## src/rtl/ascii_ppm_pixel_decoder_macros.svh

```systemverilog
// Assertion helpers for the ASCII PPM decoder RTL.
// Each macro checks one implication on the rising clock edge outside reset.
`ifndef ASCII_PPM_PIXEL_DECODER_MACROS_SVH
`define ASCII_PPM_PIXEL_DECODER_MACROS_SVH
`ifndef SYNTHESIS
// Same-cycle implication.
`define APPD_ASSERT_IMPL(label, clk, rst, pre, post, msg) \
  label: assert property (@(posedge clk) disable iff (rst) (pre) |-> (post)) else $error(msg);
// Next-cycle implication.
`define APPD_ASSERT_NEXT(label, clk, rst, pre, post, msg) \
  label: assert property (@(posedge clk) disable iff (rst) (pre) |=> (post)) else $error(msg);
`else
`define APPD_ASSERT_IMPL(label, clk, rst, pre, post, msg)
`define APPD_ASSERT_NEXT(label, clk, rst, pre, post, msg)
`endif
`endif

```

## src/rtl/appd_pkg.sv

```systemverilog
`default_nettype none

package appd_pkg;

  // Width of a frame dimension accepted from the header.
  localparam int DIM_BITS = 16;

  // Largest legal width or height: the smaller of the dimension range and 16 bits.
  localparam logic [16:0] DIM_LIMIT =
    (DIM_BITS >= 16) ? 17'd65535 : 17'((64'd1 << DIM_BITS) - 64'd1);
  localparam logic [16:0] SCALE_LIMIT = 17'd65535;
  // Number accumulators stick at this value.
  localparam logic [16:0] ACC_MAX = 17'h1FFFF;

  // Characters of interest.
  localparam logic [7:0] CHAR_NL    = 8'h0A;
  localparam logic [7:0] CHAR_TAB   = 8'h09;
  localparam logic [7:0] CHAR_CR    = 8'h0D;
  localparam logic [7:0] CHAR_SPACE = 8'h20;
  localparam logic [7:0] CHAR_HASH  = 8'h23;
  localparam logic [7:0] CHAR_ZERO  = 8'h30;
  localparam logic [7:0] CHAR_NINE  = 8'h39;
  localparam logic [7:0] CHAR_P     = 8'h50;
  localparam logic [7:0] CHAR_THREE = 8'h33;

  // Result kinds.
  localparam logic [1:0] KIND_HEADER = 2'd0;
  localparam logic [1:0] KIND_PIXEL  = 2'd1;
  localparam logic [1:0] KIND_DONE   = 2'd2;
  localparam logic [1:0] KIND_ERROR  = 2'd3;

  // Error codes.
  localparam logic [2:0] ERR_BAD_MAGIC = 3'd0;
  localparam logic [2:0] ERR_BAD_DIMS  = 3'd1;
  localparam logic [2:0] ERR_BAD_SCALE = 3'd2;
  localparam logic [2:0] ERR_STRAY     = 3'd3;
  localparam logic [2:0] ERR_TRUNCATED = 3'd4;

  // Where the parser stands in the file.
  typedef enum logic [2:0] {
    PH_MAGIC,
    PH_DIMS,
    PH_SCALE,
    PH_DATA,
    PH_DONE,
    PH_ERROR
  } phase_t;

  // Steps of the per-beat sequencer.
  typedef enum logic [2:0] {
    SQ_IDLE,
    SQ_DECODE,
    SQ_DIVIDE,
    SQ_SAMPLE,
    SQ_TAIL
  } seq_t;

  // One result beat.
  typedef struct packed {
    logic [1:0]  kind;
    logic [15:0] width;
    logic [15:0] height;
    logic [15:0] scale;
    logic [23:0] pixel_rgb;
    logic [31:0] pixel_index;
    logic [2:0]  error_code;
    logic        last;
  } result_t;

  // Status of the sample scaling divider.
  typedef struct packed {
    logic       busy;
    logic [7:0] quotient;
  } div_status_t;

  // Expected character of the magic line at a given position.
  function automatic logic [7:0] magic_char(input logic [1:0] pos);
    logic [7:0] c;
    case (pos)
      2'd0:    c = CHAR_P;
      2'd1:    c = CHAR_THREE;
      2'd2:    c = CHAR_NL;
      default: c = 8'h00;
    endcase
    return c;
  endfunction

endpackage

`default_nettype wire

```

## src/rtl/appd_if.sv

```systemverilog
`default_nettype none

// Byte stream channel into the decoder.
interface appd_in_if;
  logic       valid;
  logic       ready;
  logic [7:0] data_byte;
  logic       end_of_file;

  modport source (output valid, output data_byte, output end_of_file, input ready);
  modport sink (input valid, input data_byte, input end_of_file, output ready);
endinterface

// Result channel out of the decoder.
interface appd_out_if;
  logic        valid;
  logic        ready;
  logic [1:0]  kind;
  logic [15:0] width;
  logic [15:0] height;
  logic [15:0] scale;
  logic [23:0] pixel_rgb;
  logic [31:0] pixel_index;
  logic [2:0]  error_code;
  logic        last;

  modport source (
    output valid, output kind, output width, output height, output scale,
    output pixel_rgb, output pixel_index, output error_code, output last,
    input ready
  );
  modport sink (
    input valid, input kind, input width, input height, input scale,
    input pixel_rgb, input pixel_index, input error_code, input last,
    output ready
  );
endinterface

`default_nettype wire

```

## src/rtl/appd_divider.sv

```systemverilog
`default_nettype none
`include "ascii_ppm_pixel_decoder_macros.svh"

// Computes min(255, 255 * sample / scale) with one compare and subtract a cycle.
// The first step checks for clipping, then eight restoring steps give the quotient.
module appd_divider (
  input  logic                      clk,
  input  logic                      rst,
  input  logic                      start,
  input  logic [16:0]               sample_value,
  input  logic [15:0]               divisor,
  output appd_pkg::div_status_t     status
);

  logic        running;
  logic [24:0] rem;
  logic [23:0] dsh;
  logic [3:0]  cnt;
  logic [7:0]  quotient;
  logic        ge;

  // Trial compare of the remainder against the shifted divisor.
  assign ge = (rem >= {1'b0, dsh});

  // Control: run from start until the clip check or the last bit step.
  always_ff @(posedge clk) begin
    if (rst) begin
      running <= 1'b0;
    end else if (start) begin
      running <= 1'b1;
    end else if (running) begin
      if ((cnt == 4'd8 && ge) || cnt == 4'd0) begin
        running <= 1'b0;
      end
    end
  end

  // Datapath: remainder, shifted divisor, step count and quotient bits.
  always_ff @(posedge clk) begin
    if (start) begin
      rem      <= {sample_value, 8'h00} - {8'h00, sample_value};
      dsh      <= {divisor, 8'h00};
      cnt      <= 4'd8;
      quotient <= 8'h00;
    end else if (running) begin
      if (cnt == 4'd8) begin
        if (ge) begin
          quotient <= 8'hFF;
        end else begin
          dsh <= dsh >> 1;
          cnt <= cnt - 4'd1;
        end
      end else begin
        if (ge) begin
          rem <= rem - {1'b0, dsh};
          quotient[cnt[2:0]] <= 1'b1;
        end
        if (cnt != 4'd0) begin
          dsh <= dsh >> 1;
          cnt <= cnt - 4'd1;
        end
      end
    end
  end

  assign status.busy     = running;
  assign status.quotient = quotient;

  `APPD_ASSERT_NEXT(a_div_start, clk, rst, start, running && cnt == 4'd8, "divider did not start")
  `APPD_ASSERT_IMPL(a_div_count, clk, rst, running, cnt <= 4'd8, "divider step count out of range")
  `APPD_ASSERT_NEXT(a_div_stop, clk, rst, running && cnt == 4'd0 && !start, !running, "divider overran")

endmodule

`default_nettype wire

```

## src/rtl/appd_out_stage.sv

```systemverilog
`default_nettype none

// Output register: holds one result beat until the sink takes it.
module appd_out_stage (
  input  logic                 clk,
  input  logic                 rst,
  input  logic                 load,
  input  appd_pkg::result_t    res,
  output logic                 slot_free,
  appd_out_if.source           result
);

  logic              valid;
  appd_pkg::result_t held;

  // The slot can take a new beat when empty or being emptied this cycle.
  assign slot_free = !valid || result.ready;

  always_ff @(posedge clk) begin
    if (rst) begin
      valid <= 1'b0;
    end else if (load) begin
      valid <= 1'b1;
    end else if (result.ready) begin
      valid <= 1'b0;
    end
  end

  always_ff @(posedge clk) begin
    if (load) begin
      held <= res;
    end
  end

  assign result.valid       = valid;
  assign result.kind        = held.kind;
  assign result.width       = held.width;
  assign result.height      = held.height;
  assign result.scale       = held.scale;
  assign result.pixel_rgb   = held.pixel_rgb;
  assign result.pixel_index = held.pixel_index;
  assign result.error_code  = held.error_code;
  assign result.last        = held.last;

endmodule

`default_nettype wire

```

## src/rtl/ascii_ppm_pixel_decoder.sv

```systemverilog
`default_nettype none
`include "ascii_ppm_pixel_decoder_macros.svh"

// ASCII PPM (P3) decoder. Bytes of the file arrive one beat each on stream, with
// end_of_file marking a beat that carries no byte and returns the block to its
// start for the next file. Results leave on result: a header beat after the scale
// line, one pixel beat per three samples (255 * x / scale, clipped to 255, red in
// bits 23..16), a frame done beat and error beats; last marks the final result of
// an input beat, and at most two results follow one beat. The block takes one byte
// at a time and is not ready while it works on it: a plain byte is only decoded, a
// separator in the pixel data is then checked for the frame end, and a separator
// or end of stream that completes a sample goes through the divider and the sample
// step before that check; the division ends early when the clip check hits. The
// shared compare and subtract divider does that clip check first, then one quotient
// bit per cycle. A result that waits for a full output register stalls the block.
module ascii_ppm_pixel_decoder (
  input  logic       clk,
  input  logic       rst,
  appd_in_if.sink    stream,
  appd_out_if.source result
);

  appd_pkg::seq_t   state, state_next;
  appd_pkg::phase_t phase, phase_next;

  logic [7:0]  byte_r;
  logic        eof_r;
  logic [1:0]  magic_position, magic_position_next;
  logic        at_line_start, at_line_start_next;
  logic        in_comment_line, in_comment_line_next;
  logic        in_number, in_number_next;
  logic [16:0] acc, acc_next;
  logic [1:0]  hdr_count, hdr_count_next;
  logic [15:0] frame_width, frame_width_next;
  logic [15:0] frame_height, frame_height_next;
  logic [15:0] sample_scale, sample_scale_next;
  logic [31:0] pixels_left, pixels_left_next;
  logic [31:0] next_pixel_index, next_pixel_index_next;
  logic [1:0]  sample_count, sample_count_next;
  logic [7:0]  held_red, held_red_next;
  logic [7:0]  held_green, held_green_next;

  appd_pkg::result_t     res;
  appd_pkg::div_status_t div_stat;
  logic res_want, res_load, slot_free, advance;
  logic go_divide, go_tail, clear_frame, div_start;

  logic        is_digit, is_space, is_nl, nl_data;
  logic [20:0] acc_grown;
  logic        num_fail;
  logic [1:0]  cnt_after, need;
  logic [2:0]  num_code;
  logic [31:0] pixels_after;

  // Character classes of the held byte.
  assign is_digit = byte_r inside {[appd_pkg::CHAR_ZERO:appd_pkg::CHAR_NINE]};
  assign is_space = byte_r inside {appd_pkg::CHAR_SPACE,
                                   [appd_pkg::CHAR_TAB:appd_pkg::CHAR_CR]};
  assign is_nl    = (byte_r == appd_pkg::CHAR_NL);
  assign nl_data  = !eof_r && is_nl;

  // Decimal accumulate before saturation.
  assign acc_grown = 21'(acc) * 21'd10 + 21'(byte_r - appd_pkg::CHAR_ZERO);

  // Header number end: validity and the field count it leaves.
  assign need     = (phase == appd_pkg::PH_DIMS) ? 2'd2 : 2'd1;
  assign num_code = (phase == appd_pkg::PH_DIMS) ? appd_pkg::ERR_BAD_DIMS
                                                 : appd_pkg::ERR_BAD_SCALE;
  always_comb begin
    num_fail  = 1'b0;
    cnt_after = hdr_count;
    if (in_number) begin
      if (phase == appd_pkg::PH_DIMS) begin
        num_fail = (acc == 17'd0) || (acc > appd_pkg::DIM_LIMIT);
      end else begin
        num_fail = (acc == 17'd0) || (acc > appd_pkg::SCALE_LIMIT);
      end
      if (!num_fail) begin
        cnt_after = hdr_count + 2'd1;
      end
    end
  end

  assign pixels_after = pixels_left - 32'd1;

  // Parser update for the current sequencer step.
  always_comb begin
    phase_next            = phase;
    magic_position_next   = magic_position;
    at_line_start_next    = at_line_start;
    in_comment_line_next  = in_comment_line;
    in_number_next        = in_number;
    acc_next              = acc;
    hdr_count_next        = hdr_count;
    frame_width_next      = frame_width;
    frame_height_next     = frame_height;
    sample_scale_next     = sample_scale;
    pixels_left_next      = pixels_left;
    next_pixel_index_next = next_pixel_index;
    sample_count_next     = sample_count;
    held_red_next         = held_red;
    held_green_next       = held_green;
    res         = '0;
    res_want    = 1'b0;
    go_divide   = 1'b0;
    go_tail     = 1'b0;
    clear_frame = 1'b0;

    case (state)
      appd_pkg::SQ_DECODE: begin
        if (eof_r) begin
          // End of stream.
          if (phase == appd_pkg::PH_MAGIC) begin
            res_want       = 1'b1;
            res.kind       = appd_pkg::KIND_ERROR;
            res.error_code = appd_pkg::ERR_BAD_MAGIC;
            res.last       = 1'b1;
            clear_frame    = 1'b1;
          end else if (phase inside {appd_pkg::PH_DIMS, appd_pkg::PH_SCALE}) begin
            res_want       = 1'b1;
            res.kind       = appd_pkg::KIND_ERROR;
            res.error_code = appd_pkg::ERR_TRUNCATED;
            res.last       = 1'b1;
            clear_frame    = 1'b1;
          end else if (phase == appd_pkg::PH_DATA) begin
            go_divide      = in_number && (pixels_left != 32'd0);
            go_tail        = !go_divide;
            in_number_next = 1'b0;
            acc_next       = '0;
          end else begin
            clear_frame = 1'b1;
          end
        end else if (phase == appd_pkg::PH_MAGIC) begin
          // Magic line, matched exactly.
          if (magic_position != 2'd3 && byte_r == appd_pkg::magic_char(magic_position)) begin
            magic_position_next = magic_position + 2'd1;
            if (magic_position == 2'd2) begin
              phase_next         = appd_pkg::PH_DIMS;
              at_line_start_next = 1'b1;
            end
          end else begin
            res_want       = 1'b1;
            res.kind       = appd_pkg::KIND_ERROR;
            res.error_code = appd_pkg::ERR_BAD_MAGIC;
            res.last       = 1'b1;
            phase_next     = appd_pkg::PH_ERROR;
          end
        end else if (phase inside {appd_pkg::PH_DIMS, appd_pkg::PH_SCALE,
                                   appd_pkg::PH_DATA}) begin
          if (in_comment_line) begin
            // Inside a comment line until its newline.
            if (is_nl) begin
              in_comment_line_next = 1'b0;
              at_line_start_next   = 1'b1;
            end
          end else if (at_line_start && byte_r == appd_pkg::CHAR_HASH) begin
            in_comment_line_next = 1'b1;
            at_line_start_next   = 1'b0;
          end else begin
            at_line_start_next = is_nl;
            if (is_digit) begin
              // Digit: grow the number unless the header line is already full.
              if (phase == appd_pkg::PH_DATA || hdr_count < need) begin
                acc_next = (acc_grown > 21'(appd_pkg::ACC_MAX)) ? appd_pkg::ACC_MAX
                                                                : acc_grown[16:0];
                in_number_next = 1'b1;
              end
            end else if (phase == appd_pkg::PH_DATA) begin
              if (is_space) begin
                // Separator in the data: scale a finished sample, then check the line end.
                go_divide      = in_number && (pixels_left != 32'd0);
                go_tail        = !go_divide;
                in_number_next = 1'b0;
                acc_next       = '0;
              end else begin
                res_want       = 1'b1;
                res.kind       = appd_pkg::KIND_ERROR;
                res.error_code = appd_pkg::ERR_STRAY;
                res.last       = 1'b1;
                phase_next     = appd_pkg::PH_ERROR;
              end
            end else begin
              // Any other byte in a header line ends the current number.
              in_number_next = 1'b0;
              acc_next       = '0;
              hdr_count_next = cnt_after;
              if (in_number && !num_fail) begin
                if (phase == appd_pkg::PH_SCALE) begin
                  sample_scale_next = acc[15:0];
                end else if (hdr_count == 2'd0) begin
                  frame_width_next = acc[15:0];
                end else begin
                  frame_height_next = acc[15:0];
                end
              end
              if (in_number && num_fail) begin
                res_want       = 1'b1;
                res.kind       = appd_pkg::KIND_ERROR;
                res.error_code = num_code;
                res.last       = 1'b1;
                phase_next     = appd_pkg::PH_ERROR;
              end else if (is_space) begin
                if (is_nl) begin
                  if (cnt_after < need) begin
                    res_want       = 1'b1;
                    res.kind       = appd_pkg::KIND_ERROR;
                    res.error_code = num_code;
                    res.last       = 1'b1;
                    phase_next     = appd_pkg::PH_ERROR;
                  end else if (phase == appd_pkg::PH_DIMS) begin
                    pixels_left_next = 32'(frame_width_next) * 32'(frame_height_next);
                    phase_next       = appd_pkg::PH_SCALE;
                    hdr_count_next   = 2'd0;
                  end else begin
                    res_want   = 1'b1;
                    res.kind   = appd_pkg::KIND_HEADER;
                    res.width  = frame_width;
                    res.height = frame_height;
                    res.scale  = sample_scale_next;
                    res.last   = 1'b1;
                    phase_next = appd_pkg::PH_DATA;
                  end
                end
              end else if (cnt_after < need) begin
                res_want       = 1'b1;
                res.kind       = appd_pkg::KIND_ERROR;
                res.error_code = num_code;
                res.last       = 1'b1;
                phase_next     = appd_pkg::PH_ERROR;
              end
            end
          end
        end
      end

      appd_pkg::SQ_SAMPLE: begin
        // Place the scaled sample; the third one of a pixel goes out.
        if (sample_count == 2'd0) begin
          held_red_next     = div_stat.quotient;
          sample_count_next = 2'd1;
        end else if (sample_count == 2'd1) begin
          held_green_next   = div_stat.quotient;
          sample_count_next = 2'd2;
        end else begin
          res_want              = 1'b1;
          res.kind              = appd_pkg::KIND_PIXEL;
          res.pixel_rgb         = {held_red, held_green, div_stat.quotient};
          res.pixel_index       = next_pixel_index;
          res.last              = !(eof_r || (nl_data && pixels_after == 32'd0));
          sample_count_next     = 2'd0;
          next_pixel_index_next = next_pixel_index + 32'd1;
          pixels_left_next      = pixels_after;
        end
      end

      appd_pkg::SQ_TAIL: begin
        // Frame end check after a data separator or end of stream.
        if (eof_r) begin
          res_want    = 1'b1;
          res.last    = 1'b1;
          clear_frame = 1'b1;
          if (pixels_left == 32'd0) begin
            res.kind   = appd_pkg::KIND_DONE;
            res.width  = frame_width;
            res.height = frame_height;
            res.scale  = sample_scale;
          end else begin
            res.kind       = appd_pkg::KIND_ERROR;
            res.error_code = appd_pkg::ERR_TRUNCATED;
          end
        end else if (is_nl && pixels_left == 32'd0) begin
          res_want   = 1'b1;
          res.kind   = appd_pkg::KIND_DONE;
          res.width  = frame_width;
          res.height = frame_height;
          res.scale  = sample_scale;
          res.last   = 1'b1;
          phase_next = appd_pkg::PH_DONE;
        end
      end

      default: begin
      end
    endcase

    // End of stream returns the parser to its start.
    if (clear_frame) begin
      phase_next            = appd_pkg::PH_MAGIC;
      magic_position_next   = 2'd0;
      at_line_start_next    = 1'b1;
      in_comment_line_next  = 1'b0;
      in_number_next        = 1'b0;
      acc_next              = '0;
      hdr_count_next        = 2'd0;
      frame_width_next      = '0;
      frame_height_next     = '0;
      sample_scale_next     = 16'd1;
      pixels_left_next      = '0;
      next_pixel_index_next = '0;
      sample_count_next     = 2'd0;
      held_red_next         = '0;
      held_green_next       = '0;
    end
  end

  // A step that has a result waits until the output register can take it.
  assign advance = !(res_want && !slot_free);

  // Sequencer next state.
  always_comb begin
    state_next = state;
    case (state)
      appd_pkg::SQ_IDLE: begin
        if (stream.valid) begin
          state_next = appd_pkg::SQ_DECODE;
        end
      end
      appd_pkg::SQ_DECODE: begin
        if (advance) begin
          if (go_divide) begin
            state_next = appd_pkg::SQ_DIVIDE;
          end else if (go_tail) begin
            state_next = appd_pkg::SQ_TAIL;
          end else begin
            state_next = appd_pkg::SQ_IDLE;
          end
        end
      end
      appd_pkg::SQ_DIVIDE: begin
        if (!div_stat.busy) begin
          state_next = appd_pkg::SQ_SAMPLE;
        end
      end
      appd_pkg::SQ_SAMPLE: begin
        if (advance) begin
          state_next = appd_pkg::SQ_TAIL;
        end
      end
      appd_pkg::SQ_TAIL: begin
        if (advance) begin
          state_next = appd_pkg::SQ_IDLE;
        end
      end
      default: begin
        state_next = appd_pkg::SQ_IDLE;
      end
    endcase
  end

  // Sequencer outputs.
  always_comb begin
    stream.ready = (state == appd_pkg::SQ_IDLE);
    div_start    = (state == appd_pkg::SQ_DECODE) && go_divide;
    res_load     = res_want && slot_free;
  end

  // Sequencer and parser registers.
  always_ff @(posedge clk) begin
    if (rst) begin
      state            <= appd_pkg::SQ_IDLE;
      phase            <= appd_pkg::PH_MAGIC;
      magic_position   <= 2'd0;
      at_line_start    <= 1'b1;
      in_comment_line  <= 1'b0;
      in_number        <= 1'b0;
      acc              <= '0;
      hdr_count        <= 2'd0;
      frame_width      <= '0;
      frame_height     <= '0;
      sample_scale     <= 16'd1;
      pixels_left      <= '0;
      next_pixel_index <= '0;
      sample_count     <= 2'd0;
      held_red         <= '0;
      held_green       <= '0;
    end else begin
      state <= state_next;
      if (advance) begin
        phase            <= phase_next;
        magic_position   <= magic_position_next;
        at_line_start    <= at_line_start_next;
        in_comment_line  <= in_comment_line_next;
        in_number        <= in_number_next;
        acc              <= acc_next;
        hdr_count        <= hdr_count_next;
        frame_width      <= frame_width_next;
        frame_height     <= frame_height_next;
        sample_scale     <= sample_scale_next;
        pixels_left      <= pixels_left_next;
        next_pixel_index <= next_pixel_index_next;
        sample_count     <= sample_count_next;
        held_red         <= held_red_next;
        held_green       <= held_green_next;
      end
    end
  end

  // Input beat capture.
  always_ff @(posedge clk) begin
    if (stream.valid && stream.ready) begin
      byte_r <= stream.data_byte;
      eof_r  <= stream.end_of_file;
    end
  end

  appd_divider u_divider (
    .clk          (clk),
    .rst          (rst),
    .start        (div_start),
    .sample_value (acc),
    .divisor      (sample_scale),
    .status       (div_stat)
  );

  appd_out_stage u_out_stage (
    .clk       (clk),
    .rst       (rst),
    .load      (res_load),
    .res       (res),
    .slot_free (slot_free),
    .result    (result)
  );

  `APPD_ASSERT_NEXT(a_accept_decode, clk, rst, stream.valid && stream.ready, state == appd_pkg::SQ_DECODE, "accepted beat not decoded")
  `APPD_ASSERT_NEXT(a_start_divide, clk, rst, div_start, state == appd_pkg::SQ_DIVIDE && div_stat.busy, "divider start lost")
  `APPD_ASSERT_IMPL(a_sample_count, clk, rst, phase == appd_pkg::PH_DATA, sample_count != 2'd3, "sample count out of range")

endmodule

`default_nettype wire
```

## src/flat_wrapper.sv

```systemverilog
// flat-port wrapper written by rule: the top's interface ports become plain ports
module ascii_ppm_pixel_decoder_flat 
  (clk, rst, stream_valid, stream_data_byte, stream_end_of_file, stream_ready, result_valid, result_kind, result_width, result_height, result_scale, result_pixel_rgb, result_pixel_index, result_error_code, result_last, result_ready);
  appd_in_if stream_i ();
  appd_out_if result_i ();
  input  logic clk;
  input  logic rst;
  input wire logic [$bits(stream_i.valid)-1:0] stream_valid;
  input wire logic [$bits(stream_i.data_byte)-1:0] stream_data_byte;
  input wire logic [$bits(stream_i.end_of_file)-1:0] stream_end_of_file;
  output wire logic [$bits(stream_i.ready)-1:0] stream_ready;
  output wire logic [$bits(result_i.valid)-1:0] result_valid;
  output wire logic [$bits(result_i.kind)-1:0] result_kind;
  output wire logic [$bits(result_i.width)-1:0] result_width;
  output wire logic [$bits(result_i.height)-1:0] result_height;
  output wire logic [$bits(result_i.scale)-1:0] result_scale;
  output wire logic [$bits(result_i.pixel_rgb)-1:0] result_pixel_rgb;
  output wire logic [$bits(result_i.pixel_index)-1:0] result_pixel_index;
  output wire logic [$bits(result_i.error_code)-1:0] result_error_code;
  output wire logic [$bits(result_i.last)-1:0] result_last;
  input wire logic [$bits(result_i.ready)-1:0] result_ready;
  assign stream_i.valid = stream_valid;
  assign stream_i.data_byte = stream_data_byte;
  assign stream_i.end_of_file = stream_end_of_file;
  assign stream_ready = stream_i.ready;
  assign result_valid = result_i.valid;
  assign result_kind = result_i.kind;
  assign result_width = result_i.width;
  assign result_height = result_i.height;
  assign result_scale = result_i.scale;
  assign result_pixel_rgb = result_i.pixel_rgb;
  assign result_pixel_index = result_i.pixel_index;
  assign result_error_code = result_i.error_code;
  assign result_last = result_i.last;
  assign result_i.ready = result_ready;
  ascii_ppm_pixel_decoder u_core (.clk(clk), .rst(rst), .stream(stream_i), .result(result_i));
endmodule
```

## config.mk

```make
export PLATFORM = sky130hd
export DESIGN_NAME = ascii_ppm_pixel_decoder_flat
export DESIGN_NICKNAME = d
export VERILOG_FILES = /design/src/rtl/appd_pkg.sv /design/src/rtl/appd_if.sv /design/src/rtl/appd_divider.sv /design/src/rtl/appd_out_stage.sv /design/src/rtl/ascii_ppm_pixel_decoder.sv /design/src/flat_wrapper.sv
export VERILOG_INCLUDE_DIRS = /design/src /design/src/rtl
export SDC_FILE = /design/constraint.sdc
export NUM_CORES = 2
export LEC_CHECK = 0
export BUFFER_PORTS_ARGS = -buffer_cell sky130_fd_sc_hd__buf_2
export CAP_MARGIN = 20
export CELL_PAD_IN_SITES_DETAIL_PLACEMENT = 0
export CELL_PAD_IN_SITES_GLOBAL_PLACEMENT = 1
export CORE_MARGIN = 1
export CORE_UTILIZATION = 53
export CTS_CLUSTER_SIZE = 12
export DETAILED_ROUTE_END_ITERATION = 12
export HOLD_SLACK_MARGIN = 0.1
export PLACE_DENSITY = 0.95
export SLEW_MARGIN = 20
export SYNTH_ARGS = -nofsm -noshare
export SYNTH_HDL_FRONTEND = slang
export SYNTH_SLANG_ARGS = --single-unit
```

## constraint.sdc

```tcl
create_clock -name clk -period 18.5 [get_ports clk]
set_input_delay 1.85 -clock clk [delete_from_list [all_inputs] [get_ports clk]]
set_output_delay 1.85 -clock clk [all_outputs]
set_load 0.01 [all_outputs]
```

== After elaboration in Yosys (flattened, before gate mapping) ==
Cells that the tools add are included.

* Add/sub/neg operators: 9
* Multipliers: 2
* Order comparisons: 11
* Equality and inequality tests: 65
* Muxes and demuxes: 321
* Bitwise gates (word level): 3
* Reduce and logical (&&, ||, !) cells: 74

{| class="wikitable"
|+ Operators with widths
! cell !! count
|-
| $mux W16 || 59
|-
| $mux W32 || 19
|-
| $mux W48 || 8
|-
| $mux W50 || 7
|-
| $mux W17 || 15
|-
| $mux W24 || 5
|-
| $mux W8 || 13
|-
| $mux W25 || 4
|-
| $mux W1 || 96
|-
| $pmux W48 S2 || 1
|-
| $mux W3 || 29
|-
| $mux W2 || 39
|-
| $logic_not A32 Y1 || 2
|-
| $mux W4 || 16
|-
| $pmux W32 S2 || 1
|-
| $ne A3 B2 Y1 const B || 12
|-
| $add A32 B1 Y32 const B || 1
|-
| $mul A16 B16 Y32 || 1
|-
| $reduce_bool A32 Y1 || 1
|-
| $sub A32 B1 Y32 const B || 1
|-
| $reduce_bool A2 Y1 || 13
|-
| $ge A25 B24 Y1 || 1
|-
| $sub A25 B17 Y25 || 1
|-
| $sub A25 B24 Y25 || 1
|-
| other kinds (63) || 139
|}

* Register bits after elaboration: 342
* Input port bits: 13
* Logic and storage cells: 518

== Longest topological paths before layout ==
* Depth after elaboration: 30
* Mapped depth: 36
* Gate-level depth less buffers: 32

== Modules after synthesis ==
A second synthesis with hierarchy kept.

* Cell total of the unflattened synthesis: 3,167
* Area, all modules: 28,399.7 sq um

{| class="wikitable"
|+ By module, submodules not included
! module !! times used !! cells each !! area each (sq um) !! seq. area each (sq um)
|-
| ascii_ppm_pixel_decoder || 1 || 2,498 || 20,280.7 || 3,473.3
|-
| appd_divider || 1 || 555 || 4,769.6 || 1,651.6
|-
| appd_out_stage || 1 || 114 || 3,349.5 || 3,323.2
|}

== Worst setup path before layout ==
OpenSTA, ideal clock, no wires.

* Path type: reg-to-reg
* Start: reg u_core.acc[0]
* End: reg u_core.u_out_stage.held (netlist bit u_core.u_out_stage.result.error_code[0]) (enable)
* Arrival: 7.892 ns
* Data required time: 17.920 ns
* Path slack: 10.029 ns
* Stages on the path, launching flop included: 18
* Path buffers: 2
* Clock period less this slack: 8.471 ns
* Path through: dfxtp_1 > clkbuf_1 > inv_1 > ha_1 > nand3_1 > or4_4 > and3_1 > clkbuf_1 > nand2_1 > o21ai_0 > ha_1 > nor2_1 > nor4b_1 > and4_4 > nor3_4 > a21oi_1 > nor2_1 > nor2_1

* Cells in the longest elaborated chain, start to end: 19

{| class="wikitable"
|+ Ends and longest elaborated chain
! element !! line !! RTL
|-
| from (decl) || ascii_ppm_pixel_decoder.sv:32 || <nowiki>logic [16:0] acc, acc_next;</nowiki>
|-
| from (signal assigned) || ascii_ppm_pixel_decoder.sv:384 || <nowiki>acc <= acc_next;</nowiki>
|-
| $gt A17 B16 Y1 / $logic_not A17 Y1 (equally long branches) || ascii_ppm_pixel_decoder.sv:74, ascii_ppm_pixel_decoder.sv:76 ||
|-
| $logic_or A1 B1 Y1 (*) || ascii_ppm_pixel_decoder.sv:74, ascii_ppm_pixel_decoder.sv:76 ||
|-
| $mux W1 (*) || ascii_ppm_pixel_decoder.sv:72 || <nowiki>if (in_number) begin</nowiki>
|-
| $mux W2 || ascii_ppm_pixel_decoder.sv:78 || <nowiki>if (!num_fail) begin</nowiki>
|-
| $mux W2 || ascii_ppm_pixel_decoder.sv:72 ||
|-
| $lt A2 B2 Y1 || ascii_ppm_pixel_decoder.sv:204, ascii_ppm_pixel_decoder.sv:224 ||
|-
| $mux W1 || ascii_ppm_pixel_decoder.sv:204 || <nowiki>if (cnt_after < need) begin</nowiki>
|-
| $mux W1 || ascii_ppm_pixel_decoder.sv:203 || <nowiki>if (is_nl) begin</nowiki>
|-
| [4 not listed] || n/a ||
|-
| $mux W1 (*) || ascii_ppm_pixel_decoder.sv:156 || <nowiki>end else if (at_line_start && byte_r == appd_pkg::CHAR_HASH) begin</nowiki>
|-
| $mux W1 (*) || ascii_ppm_pixel_decoder.sv:150 || <nowiki>if (in_comment_line) begin</nowiki>
|-
| $mux W1 (*) || ascii_ppm_pixel_decoder.sv:148 || <nowiki>end else if (phase inside {appd_pkg::PH_DIMS, appd_pkg::PH_SCALE,</nowiki>
|-
| $mux W1 (*) || ascii_ppm_pixel_decoder.sv:133 || <nowiki>end else if (phase == appd_pkg::PH_MAGIC) begin</nowiki>
|-
| $mux W1 (*) || ascii_ppm_pixel_decoder.sv:111 || <nowiki>if (eof_r) begin</nowiki>
|-
| $pmux W1 S3 (*) || ascii_ppm_pixel_decoder.sv:109 || <nowiki>case (state)</nowiki>
|-
| $logic_and A1 B1 Y1 (*) || ascii_ppm_pixel_decoder.sv:354 || <nowiki>res_load = res_want && slot_free;</nowiki>
|-
| net u_core.res_load || ascii_ppm_pixel_decoder.sv:45 || <nowiki>logic res_want, res_load, slot_free, advance;</nowiki>
|-
| to (signal assigned) || appd_out_stage.sv:31 || <nowiki>held <= res;</nowiki>
|-
| to (decl) || appd_out_stage.sv:14 || <nowiki>appd_pkg::result_t held;</nowiki>
|}

The timed path passes the listed nets; every way through them passes the cells marked *. The select of a mux whose other input is x is not followed.
A chain may end at the register's enable or synchronous reset.

== Final worst setup path ==
* Start: reg u_core.acc[2]
* End: reg u_core.pixels_left[29]

* Cells in the longest elaborated chain, start to end: 30

{| class="wikitable"
|+ Ends and longest elaborated chain
! element !! line !! RTL
|-
| $gt A17 B16 Y1 / $logic_not A17 Y1 (equally long branches) || ascii_ppm_pixel_decoder.sv:74, ascii_ppm_pixel_decoder.sv:76 ||
|-
| $logic_or A1 B1 Y1 || ascii_ppm_pixel_decoder.sv:74, ascii_ppm_pixel_decoder.sv:76 ||
|-
| $mux W1 (2 in a row) || ascii_ppm_pixel_decoder.sv:72 ||
|-
| $logic_not A1 Y1 || ascii_ppm_pixel_decoder.sv:187 || <nowiki>if (in_number && !num_fail) begin</nowiki>
|-
| $logic_and A1 B1 Y1 || ascii_ppm_pixel_decoder.sv:187 ||
|-
| $mux W16 || ascii_ppm_pixel_decoder.sv:187 ||
|-
| $mux W16 || ascii_ppm_pixel_decoder.sv:168 || <nowiki>end else if (phase == appd_pkg::PH_DATA) begin</nowiki>
|-
| $mux W16 || ascii_ppm_pixel_decoder.sv:161 || <nowiki>if (is_digit) begin</nowiki>
|-
| [13 not listed] || n/a ||
|-
| $mux W32 || ascii_ppm_pixel_decoder.sv:161 ||
|-
| $mux W32 || ascii_ppm_pixel_decoder.sv:156 ||
|-
| $mux W32 || ascii_ppm_pixel_decoder.sv:150 ||
|-
| $mux W32 || ascii_ppm_pixel_decoder.sv:148 ||
|-
| $mux W32 || ascii_ppm_pixel_decoder.sv:133 ||
|-
| $mux W32 || ascii_ppm_pixel_decoder.sv:111 ||
|-
| $pmux W32 S2 || ascii_ppm_pixel_decoder.sv:109 ||
|-
| $mux W32 || ascii_ppm_pixel_decoder.sv:287 || <nowiki>if (clear_frame) begin</nowiki>
|-
| to (signal assigned) || ascii_ppm_pixel_decoder.sv:389 || <nowiki>pixels_left <= pixels_left_next;</nowiki>
|-
| to (decl) || ascii_ppm_pixel_decoder.sv:37 || <nowiki>logic [31:0] pixels_left, pixels_left_next;</nowiki>
|}

Parallel ways exist; a longest one is shown, timed or not. The select of a mux whose other input is x is not followed.

==> impl_metrics.ini <==
[logic_synthesis]
yosysTopAreaCellShare_pct = 17.4
syn_inst = 3105
ys_async_sr_fraction_pct = 0
synth.largest_area_cell = edfxtp_1
seq_area_frac_synth_pct = 30.6
synth-edff-count = 160
yosys_warnings = 0
synthesis.area_mm2 = 0.0276
ys_ff_latch = 342
ys.flop_type = dfxtp_1
ys_types = 91
syn_avg_cell_area_um2 = 8.90
synth.area.top_cells = edfxtp_1, fa_1, dfxtp_1
syn_nets = 3521

[critical_path]
cp_top_family = adder cells
crit_fanout = 43
reg2reg_slack_ns = 8.95
rr_startpoint = u_core.acc[2]
startpoint_type = flip-flop
crit_start = u_core.acc[2]
crit_path_end_kind = flip-flop
arrival_ns = 10.00
cp_slowest_cell = mux2i_1
critPathMostFrequentCell = fa_1
slowest_delay_ns = 0.91
worst-path-buf-inv = 5
required_ns = 18.96
worstSetupPathType = reg -> reg

[timing]
hold_slack_ns = 0.468
min_period_ns = 9.55
fin_tns_setup_ns = 0
clock_skew_ns = 0.0476
rsz0062_at_grt = false
hold_viol_final = 0
fmax_ghz = 0.105
worstMarginPinSlew_ns = 1.04
drv_slew = 0
max-slew-margin-rel_pct = 28.9
finalSetupViolCount = 0
period_share_pct = 51.6

[grt]
grt_max_degree = 86
use_met2_pct = 49.7
grtUsageMet1_pct = 44.1
grt_pass1_vias = 22925
busiest_layer = met2
grtUsageMet3_pct = 4.87
grt_remaining_overflow = 0
grt_pass1_wl_um = 131000
antenna_found_initial = 2
grt_usage_pct = 31.7

[cts]
hold_buffers = 0
ctsResizeCount = 0
clk_pin_slew_worst_paths_ns = 0.06
insertion_delay_ns = 0.61
htreeDepth = 2
cts.sinks = 342
tritoncts = yes
numCtsBuffers = 40
clockRootBuffer = clkbuf_16
ctsLongestPathBuffers = 3
cts_setup_buffers = 0

[power_and_ir_drop]
power_frac_comb_pct = 6.6
internal_power_mw = 1.30
p_sw_mw = 0.424
p_leak_nw = 13.3
p_sw_share_pct = 24.6
cellPowerDensity_mw_per_mm2 = 57.0
clkPwrFrac_pct = 46.1
vdd_drop_max_mv = 0.0692
p_seq_share_pct = 47.3

[finish]
drive_above_1_share_pct = 8.99
antenna_cells = 0
syn_to_final_growth_pct = 9.09
final_net_count = 3578
n_fill_cell = 4525
final_common_cell = nand2_1
mostFrequentLayoutCells = nand2_1, nor2_1, inv_1
stdcell_count = 3871

[routing]
drc = 0
ant_nets = 0
dr.pass1.iters = 6
drt_iter0_drc = 2289
vias = 23528
viasPerCell = 6.08
wirelength_um = 83700
wire_per_inst_um = 21.6

[floorplan]
die_h_um = 230
die_w_um = 230
coreArea_mm2 = 0.0514
initial_core_util_pct = 53.8
die_area_mm2 = 0.0531
rows = 83
ios = 125

[run]
max-cap-violations = 0

[place]
gp_congestion = 1.01
dp_cells = 3798
port_buffers = 124
post-dp-hpwl_um = 63200

[hold_path]
hold_class = reg -> reg
worstHoldStart = u_core.held_red[3]

[outcome]
outcome = complete, no violations
## sequential cells by signal, indices dropped and copies added, names as in the netlist, 3 cells and up
signal,count
u_core.acc,17
u_core.byte_r,8
u_core.frame_height,16
u_core.frame_width,16
u_core.held_green,8
u_core.held_red,8
u_core.next_pixel_index,32
u_core.phase,3
u_core.pixels_left,32
u_core.sample_scale,16
u_core.state,3
u_core.u_divider.cnt,4
u_core.u_divider.dsh,24
u_core.u_divider.quotient,8
u_core.u_divider.rem,25
u_core.u_out_stage.result.error_code,3
u_core.u_out_stage.result.height,16
u_core.u_out_stage.result.pixel_index,32
u_core.u_out_stage.result.pixel_rgb,24
u_core.u_out_stage.result.scale,16
u_core.u_out_stage.result.width,16
## power by group through the flow
stage	clock network, mW	registers, mW	logic, mW
4_1_cts	0.806	0.813	0.112
3_5_place_dp	0	0.829	0.112
5_1_grt	0.832	0.814	0.123
3_3_place_gp	0	0.829	0.110
2_1_floorplan	0	0.833	0.0698
6_report	0.794	0.813	0.113
## routing by layer
layer / vias up / wire length (um)
met4: 0 / 3220
met1: 11496 / 36000
met3: 190 / 6970
met5: - / 0
met2: 1069 / 37500
li1: 10773 / -
## stage by stage
| stage | area (um2) | setup WS [ns] | power [mW] | utilization (%) |
|---|---|---|---|---|
| 2_1_floorplan | 27600 | 10.03 | 0.903 | - |
| 3_3_place_gp | 28900 | 9.35 | 0.939 | 56.1 |
| 3_5_place_dp | 28900 | 9.07 | 0.941 | 56.1 |
| 4_1_cts | 30100 | 9.04 | 1.73 | 58.6 |
| 5_1_grt | 30200 | 8.32 | 1.77 | 58.7 |
| 6_report | 30200 | 8.95 | 1.72 | 58.7 |
## area by class of cell
class	count	area [um2]	share of cell area [%]
clock buffers	53	1080	3.58
clock inverters	18	204	0.676
inverters	320	1200	3.98
multi-input cells	2293	17400	57.8
flip-flops and latches	342	8450	28.0
well taps	680	851	2.82
repair buffers	165	935	3.10
## cells in the mapped netlist, types with 16 or more instances
cell type	instances
a22oi_1	25
clkbuf_1	127
a211o_1	19
nor4_1	23
nand3_1	110
mux2_2	18
nor2b_1	17
and2_1	93
inv_1	320
mux2i_1	26
nand2b_1	30
and3_1	25
or3_1	33
fa_1	197
o21ai_0	96
a22o_1	34
ha_1	206
dfxtp_1	182
nor2_1	323
edfxtp_1	160
xor2_1	51
o31ai_1	24
a21o_1	46
nand2_1	326
xnor2_1	79
or2_2	16
a21oi_1	172
nand4_1	22
nor3_1	60
## worst paths after layout
| path | to | depth (start not counted) |
|---|---|---|
| hold reg to reg | u_core.held_red[3] | 1 |
| setup / recovery | u_core.pixels_left[29] | 29 |
| setup reg to reg | u_core.pixels_left[29] | 29 |
| hold / removal | u_core.held_red[3] | 1 |
## kinds of logic after synthesis
| group | after synthesis | share of synthesized area, % |
|---|---|---|
| xor gates and xnor gates | 130 | 4.12 |
| adders and majority gates | 404 | 23.6 |
| and+or+nand+nor | 1132 | 19.5 |
| AOI/OAI and AO/OA | 583 | 14.1 |
| muxes | 44 | 1.67 |
| DFF | 342 | 30.6 |
| buffers and inverters | 470 | 6.47 |
No activity file was read; power rests on OpenSTA's default activity.
